## src/hdl/bpa_pkg.sv

```systemverilog
// Package for the bitmap page allocator: sizes, request and response
// structs, operation and status codes, controller states and the command
// and status structs that join the controller and the datapath.
`default_nettype none

package bpa_pkg;

   localparam int MAX_PAGES  = 65536;
   localparam int PAGE_SHIFT = 12;
   localparam int WORD_BITS  = 64;

   localparam int ADDR_W     = 48;
   localparam int CFG_W      = 17;
   localparam int NUM_WORDS  = MAX_PAGES / WORD_BITS;
   localparam int PAGE_IDX_W = $clog2(MAX_PAGES);
   localparam int PAGE_W     = PAGE_IDX_W + 1;
   localparam int BIT_W      = $clog2(WORD_BITS);
   localparam int WORD_IDX_W = PAGE_IDX_W - BIT_W;
   localparam int PG_NUM_W   = ADDR_W - PAGE_SHIFT;

   localparam logic [1:0] OP_ALLOC   = 2'd0;
   localparam logic [1:0] OP_FREE    = 2'd1;
   localparam logic [1:0] OP_RESERVE = 2'd2;

   localparam logic [1:0] STATUS_DONE  = 2'd0;
   localparam logic [1:0] STATUS_OOM   = 2'd1;
   localparam logic [1:0] STATUS_RANGE = 2'd2;

   typedef struct packed {
      logic [1:0]        operation;
      logic [ADDR_W-1:0] page_address;
   } req_type;

   typedef struct packed {
      logic [ADDR_W-1:0] granted_address;
      logic [1:0]        status;
   } rsp_type;

   typedef enum logic [2:0] {
      S_CLEAR,
      S_IDLE,
      S_SCAN_UP,
      S_LOAD_LO,
      S_SCAN_LO,
      S_RMW_RD,
      S_RMW_WR,
      S_RESP
   } ctrl_state_type;

   typedef struct packed {
      logic       clear_step;
      logic       capture;
      logic       scan;
      logic       load_lower;
      logic       commit_alloc;
      logic       commit_rmw;
      logic       set_res;
      logic [1:0] res_status;
      logic       rsp_load;
   } dp_cmd_type;

   typedef struct packed {
      logic clear_last;
      logic range_empty;
      logic hit;
      logic scan_end;
      logic in_range;
   } dp_status_type;

endpackage

`default_nettype wire

```

## src/hdl/bpa_ctrl.sv

```systemverilog
// Controller of the bitmap page allocator: clearing pass, request intake,
// two-pass next-fit search sequence, free/reserve update and response handoff.
// Depends on bpa_pkg; commands bpa_datapath.
`default_nettype none

module bpa_ctrl
   import bpa_pkg::*;
(
   input  wire logic          clock,
   input  wire logic          reset,
   input  wire logic          req_valid,
   input  wire logic [1:0]    req_operation,
   output logic               req_stall,
   output logic               rsp_valid,
   input  wire logic          rsp_stall,
   output dp_cmd_type         cmd,
   input  wire dp_status_type status
);

   ctrl_state_type state_ff, state_in;
   logic           rsp_valid_ff, rsp_valid_in;

   always_ff @(posedge clock) begin
      if (reset) begin
         state_ff     <= S_CLEAR;
         rsp_valid_ff <= 1'b0;
      end else begin
         state_ff     <= state_in;
         rsp_valid_ff <= rsp_valid_in;
      end
   end

   always_comb begin
      state_in       = state_ff;
      cmd            = '0;
      cmd.res_status = STATUS_DONE;
      req_stall      = 1'b1;

      unique case (state_ff)
         S_CLEAR: begin
            cmd.clear_step = 1'b1;
            if (status.clear_last) begin
               state_in = S_IDLE;
            end
         end
         S_IDLE: begin
            req_stall = 1'b0;
            if (req_valid) begin
               cmd.capture = 1'b1;
               unique case (req_operation) inside
                  OP_ALLOC: begin
                     state_in = S_SCAN_UP;
                  end
                  OP_FREE, OP_RESERVE: begin
                     state_in = S_RMW_RD;
                  end
                  default: begin
                     cmd.set_res = 1'b1;
                     state_in    = S_RESP;
                  end
               endcase
            end
         end
         S_SCAN_UP: begin
            if (status.range_empty) begin
               state_in = S_LOAD_LO;
            end else begin
               cmd.scan = 1'b1;
               if (status.hit) begin
                  cmd.commit_alloc = 1'b1;
                  state_in         = S_RESP;
               end else if (status.scan_end) begin
                  state_in = S_LOAD_LO;
               end
            end
         end
         S_LOAD_LO: begin
            cmd.load_lower = 1'b1;
            state_in       = S_SCAN_LO;
         end
         S_SCAN_LO: begin
            if (status.range_empty) begin
               cmd.set_res    = 1'b1;
               cmd.res_status = STATUS_OOM;
               state_in       = S_RESP;
            end else begin
               cmd.scan = 1'b1;
               if (status.hit) begin
                  cmd.commit_alloc = 1'b1;
                  state_in         = S_RESP;
               end else if (status.scan_end) begin
                  cmd.set_res    = 1'b1;
                  cmd.res_status = STATUS_OOM;
                  state_in       = S_RESP;
               end
            end
         end
         S_RMW_RD: begin
            if (!status.in_range) begin
               cmd.set_res    = 1'b1;
               cmd.res_status = STATUS_RANGE;
               state_in       = S_RESP;
            end else begin
               state_in = S_RMW_WR;
            end
         end
         S_RMW_WR: begin
            cmd.commit_rmw = 1'b1;
            state_in       = S_RESP;
         end
         S_RESP: begin
            // The output register takes the result once the previous one is gone.
            if (!rsp_valid_ff || !rsp_stall) begin
               cmd.rsp_load = 1'b1;
               state_in     = S_IDLE;
            end
         end
         default: begin
            state_in = S_IDLE;
         end
      endcase

      rsp_valid_in = cmd.rsp_load || (rsp_valid_ff && rsp_stall);
   end

   assign rsp_valid = rsp_valid_ff;

endmodule

`default_nettype wire

```

## config.mk

```make
export PLATFORM = sky130hd
export DESIGN_NAME = bpa_ctrl
export DESIGN_NICKNAME = d
export VERILOG_FILES = /design/src/hdl/bpa_pkg.sv /design/src/hdl/bpa_ctrl.sv
export SDC_FILE = /design/constraint.sdc
export NUM_CORES = 1
export LEC_CHECK = 0
export ABC_AREA = 0
export BUFFER_PORTS_ARGS = -buffer_cell sky130_fd_sc_hd__buf_2
export CAP_MARGIN = 20
export CORE_AREA = 4 4 41 43
export CTS_CLUSTER_DIAMETER = 60
export CTS_CLUSTER_SIZE = 40
export DETAILED_ROUTE_END_ITERATION = 7
export DIE_AREA = 0 0 45 47
export PLACE_DENSITY = 0.68
export SLEW_MARGIN = 20
export SYNTH_ARGS = -nofsm -noshare
export SYNTH_HDL_FRONTEND = slang
export SYNTH_SLANG_ARGS = --single-unit
```

## constraint.sdc

```tcl
create_clock -name clock -period 2.7 [get_ports clock]
set_input_delay 0.27 -clock clock [delete_from_list [all_inputs] [get_ports clock]]
set_output_delay 0.27 -clock clock [all_outputs]
set_load 0.03 [all_outputs]
```

=== Word-level counts from Yosys, hierarchy flattened ===
Cells that the tools add are included.

* Bits in registers: 4
* Bits of input ports: 11
* Output and inout port bits: 12

* Reductions and logical operators: 11
* Multiplexer cells: 33
* Equality and inequality tests: 14

{| class="wikitable"
|+ Operator list
! operator !! number
|-
| two-way mux 3 bit || 13
|-
| one-hot mux 3 bit (8 select lines) || 1
|-
| two-way mux 1 bit || 16
|-
| == test 3 bit, second input constant || 4
|-
| inequality test 4 bit, second input constant || 2
|-
| == test 3 x 2 -> 1 bit, second input constant || 2
|-
| inequality test 2 bit, second input constant || 3
|-
| one-hot mux 3 bit (2 select lines) || 1
|-
| AND reduction 5 bit || 1
|-
| one-hot mux 2 bit (2 select lines) || 1
|-
| OR reduction 2 bit || 2
|-
| == test 3 x 1 -> 1 bit, second input constant || 1
|-
| zero test 3 bit || 1
|-
| one-hot mux 1 bit (3 select lines) || 1
|-
| OR reduction 3 bit || 1
|-
| == test 2 x 1 -> 1 bit, second input constant || 1
|-
| == test 2 bit, second input constant || 1
|-
| zero test 1 bit || 2
|-
| zero test 2 bit || 1
|-
| logical OR 1 bit || 2
|-
| logical AND 1 bit || 1
|}

=== Longest topological paths before layout ===
* Depth after elaboration: 5
* Gate-level depth with buffers: 6
* Gate-level depth less buffers: 6

=== Least setup slack after synthesis ===
OpenSTA, ideal clock, no wires.

* Kind: reg2out
* Start: reg state_ff[0]
* End: out cmd[3] (netlist name)
* Buffers on the path: 1
* Data required time: 2.430 ns
* Data arrival time: 1.857 ns
* Setup slack: 0.573 ns
* Cell stages (with the launch flop): 5
* Cells stage by stage: dfxtp_1 clkbuf_1 inv_1 nor3_1 a211o_1

{| class="wikitable"
|+ RTL lines
! element !! RTL line !! text
|-
| from (decl) || bpa_ctrl.sv:20 || <nowiki>ctrl_state_type state_ff, state_in;</nowiki>
|-
| from (signal assigned) || bpa_ctrl.sv:28 || <nowiki>state_ff <= state_in;</nowiki>
|-
| to (decl) || bpa_ctrl.sv:16 || <nowiki>output dp_cmd_type cmd,</nowiki>
|}

==> key figures <==
Clock tree
  – Post_cts resized: 0
  – Post-CTS Setup Bufs: 0
  – H-tree lvl count: 1
  – CTS sink cnt: 4
  – Root buffer cell: clkbuf_4
  – Clock Latency Late Sink: 0.24 ns
  – CTS tree: built
  – Hold-fix buffers, CTS: 0
  – Clock Pin Slew Worst Setup and Hold Paths: 0.04 ns
  – Worst-case clock buffer depth: 2
  – CTS Buf Count: 3

Run
  – Max cap viols: 0

Routing
  – DRC errors left: 0
  – Routed WL per cell: 11.6 microns
  – Vias per cell: 5.00
  – Vias: 455
  – Final ANT Viol Nets: 0
  – DR iter-0 viols: 7
  – First drt pass iteration count: 4
  – Total detailed-routing wirelength: 1050 microns

Worst setup path
  – Reg2reg path depth: 4
  – CP max FO: 11
  – Crit path launch: state_ff[1]$_SDFFE_PP0P_
  – Cell Chain, Critical Path: nor2_1 > and3_1 > a211o_1 > buf_2
  – Reg-to-reg startpoint: state_ff[0]$_SDFFE_PP0P_
  – Arrival @ worst endpoint: 1.62 ns
  – Critical path depth: 4
  – Critical path destination: cmd[3]
  – CP Buf/Inv Count: 1
  – Crit end category: output port
  – Slowest cell on the critical path: dfxtp_1
  – R2r setup slk: 1.05 ns
  – Worst reg2reg path endpoint: state_ff[0]$_SDFFE_PP0P_
  – Crit start category: flip-flop
  – Kind of critical path: reg -> out
  – Crit path required time: 2.43 ns
  – Max incr delay on CP: 0.54 ns
  – Crit path max-delay family: flip-flops

Die
  – Die Wd: 45 microns
  – Initial Utilization: 33.2%
  – Vert. Die Dim: 47 microns
  – Total I/O pin count: 23
  – Core Rows: 13
  – Total Die Area: 2120 sq um
  – Core Area: 1300 sq um

Timing
  – Final hold vios: 0
  – Hold slack: 0.285 ns
  – Final setup viols: 0
  – RSZ-0062 raised after global routing: false
  – F_max: 530 MHz
  – Minimum clock period: 1.89 ns
  – Final Skew: 0.00341 ns
  – Pin slew with the least headroom to its limit: 0.445 ns
  – Slew headroom: 70.3%
  – Setup total negative slack: 0 ns
  – Max Transition Viols Final: 0
  – Fin crit share: 69.9%

GRT
  – GRT overflow: 0
  – Largest net degree at the start of global routing: 15
  – Total track usage: 11.2%
  – Initial antenna violation count: 0
  – Vias in the first global route: 428
  – First-pass GRT wire length: 1760 microns

Hold path
  – Hold crit path type: in -> reg

Cells and area
  – Share of cells above drive strength 1: 43.4%
  – Non-Filler Instances: 91
  – Fillcell total: 153
  – Diode count: 0
  – Final #Nets: 91
  – Multi-input gate area: 307 sq um
  – P&R area growth vs syn: 29.9%
  – Sequential Area: 80.1 sq um
  – Post-layout util: 43.1%

Logic synthesis
  – Synth Area in Compound Gates: 27.5%
  – Mapped Area: 432 sq um
  – Largest family of logic cells by synthesized area: simple AND/OR/NAND/NOR gates
  – Syn Area/Cell: 7.99 sq um
  – Distinct cell type count after synthesis: 29
  – Cell taking the most area after synthesis: dfxtp_1
  – Post-synthesis mux area share: 2.32%
  – Fraction of the mapped netlist area in simple logic gates: 31.6%
  – Yosys top cell area share: 18.6%
  – Adder-cell share of the synthesized area: 5.80%
  – Post-Synthesis Cells: 54
  – #FFs+latches synth: 4
  – Ranking of synthesized cells by area: dfxtp_1 (19%), a2111oi_4 (6.4%), ha_1 (5.8%)
  – Net Count, Synth: 67
  – XOR/XNOR Fraction of Synth Area: 3.77%
  – Ys Warns: 0
  – Sequential-to-total area share from yosys stat: 18.6%

Pwr
  – VDD IR max: 480 uV
  – Leak: 0.293 nW
  – Pwr dens: 1040 nW/um^2
  – Final Total Pwr: 0.581 mW

Placed design
  – GP Congestion: 0.743
  – Placed cell count: 88
  – DPL Wire Length: 858 microns
  – Port Buffers: 22

Status
  – Outcome: finished, final reports clean
[worst reg2reg max path: stages, from the launching register on]
cell and delay [ns]:
dfxtp_1 0.58, nand3_1 0.25, a2bb2oi_2 0.22, and3_4 0.20, a2111oi_4 0.30
[logic make-up after synthesis]
kind of cell             Yosys count
flip-flops                         4
AND/OR/NAND/NOR                   24
AO/OA/AOI/OAI                     13
multiplexers                       1
XOR/XNOR                           1
adder cells (fa/ha/maj)            2
buffers and inverters              9
[synthesized netlist by cell type]
cell type,number
xnor2_2,1
o211ai_1,1
ha_1,2
mux2i_1,1
dfxtp_1,4
o21ai_2,1
nand2b_1,1
a2bb2oi_2,1
a41o_2,1
nor3_1,4
a211o_1,2
and3_2,1
a2111oi_4,1
and3_4,1
clkbuf_1,1
a21oi_1,4
and3_1,2
o22ai_1,1
nor4_1,1
o21ai_0,1
inv_1,6
or2b_1,1
or4b_4,1
nand2_1,5
nor2_1,5
buf_6,1
buf_4,1
nand3_1,1
nand4b_1,1
[sequential cells by signal, summed over array words and instances (netlist names)]
| name | flops |
|---|---|
| rsp_valid | 1 |
| state_ff | 3 |
[routing by layer]
layer / vias to the layer above / share of wire, % / routed length (microns) / GRT usage [%]
li1: 240 / - / - / -
met1: 190 / 46 / 487 / 14.3
met2: 23 / 43 / 448 / 18.1
met3: 2 / 10 / 109 / 3.45
met4: 0 / 0.76 / 8 / 3.51
met5: - / 0 / 0 / 0
[placed cells by master, fill, tap and decap left out]
master,n
nor3_1,4
nand3_1,1
o21ai_0,1
o21ai_2,1
and3_2,1
mux2i_1,1
nor2_1,5
o211ai_1,1
nand4b_1,1
a2111oi_4,1
nor4_1,1
nand2_1,5
or4b_4,1
or2b_1,1
and3_4,1
buf_2,22
a41o_2,1
a21oi_1,4
dfxtp_1,4
xnor2_2,1
inv_1,6
a2bb2oi_2,1
clkbuf_4,3
ha_1,2
o22ai_1,1
a211o_1,2
and3_1,2
nand2b_1,1
[power breakdown]
part           leakage, nW  internal, mW  switching (mW)
Combinational        0.246         0.139           0.228
Sequential          0.0329        0.0799          0.0599
Clock               0.0138        0.0498          0.0249
Total                0.293         0.268           0.313
[worst min path at each step]
stage	start	to	slack, ns	cells after the start
floorplan	reset	state_ff[0]$_SDFFE_PP0P_	0.33	1
global placement	rsp_valid$_SDFF_PP0_	rsp_valid$_SDFF_PP0_	0.52	2
detailed placement	rsp_valid$_SDFF_PP0_	rsp_valid$_SDFF_PP0_	0.52	2
CTS	reset	state_ff[0]$_SDFFE_PP0P_	0.28	2
global route	reset	state_ff[0]$_SDFFE_PP0P_	0.28	2
finish	reset	state_ff[0]$_SDFFE_PP0P_	0.29	2
[per-stage QoR]
stage	setup WS, ns	area, sq um
6_report	0.812	561
5_1_grt	0.671	561
4_1_cts	0.797	561
3_5_place_dp	1.06	538
3_3_place_gp	1.06	538
2_1_floorplan	0.573	432
[layout make-up]
cell class | count | share of cell area [%]
clock buffers | 3 | 4.02
inverters | 6 | 4.02
multi-input cells | 41 | 54.7
flip-flops and latches | 4 | 14.3
well taps | 15 | 3.35
repair buffers | 22 | 19.6
(Power assumes the default switching activity.)
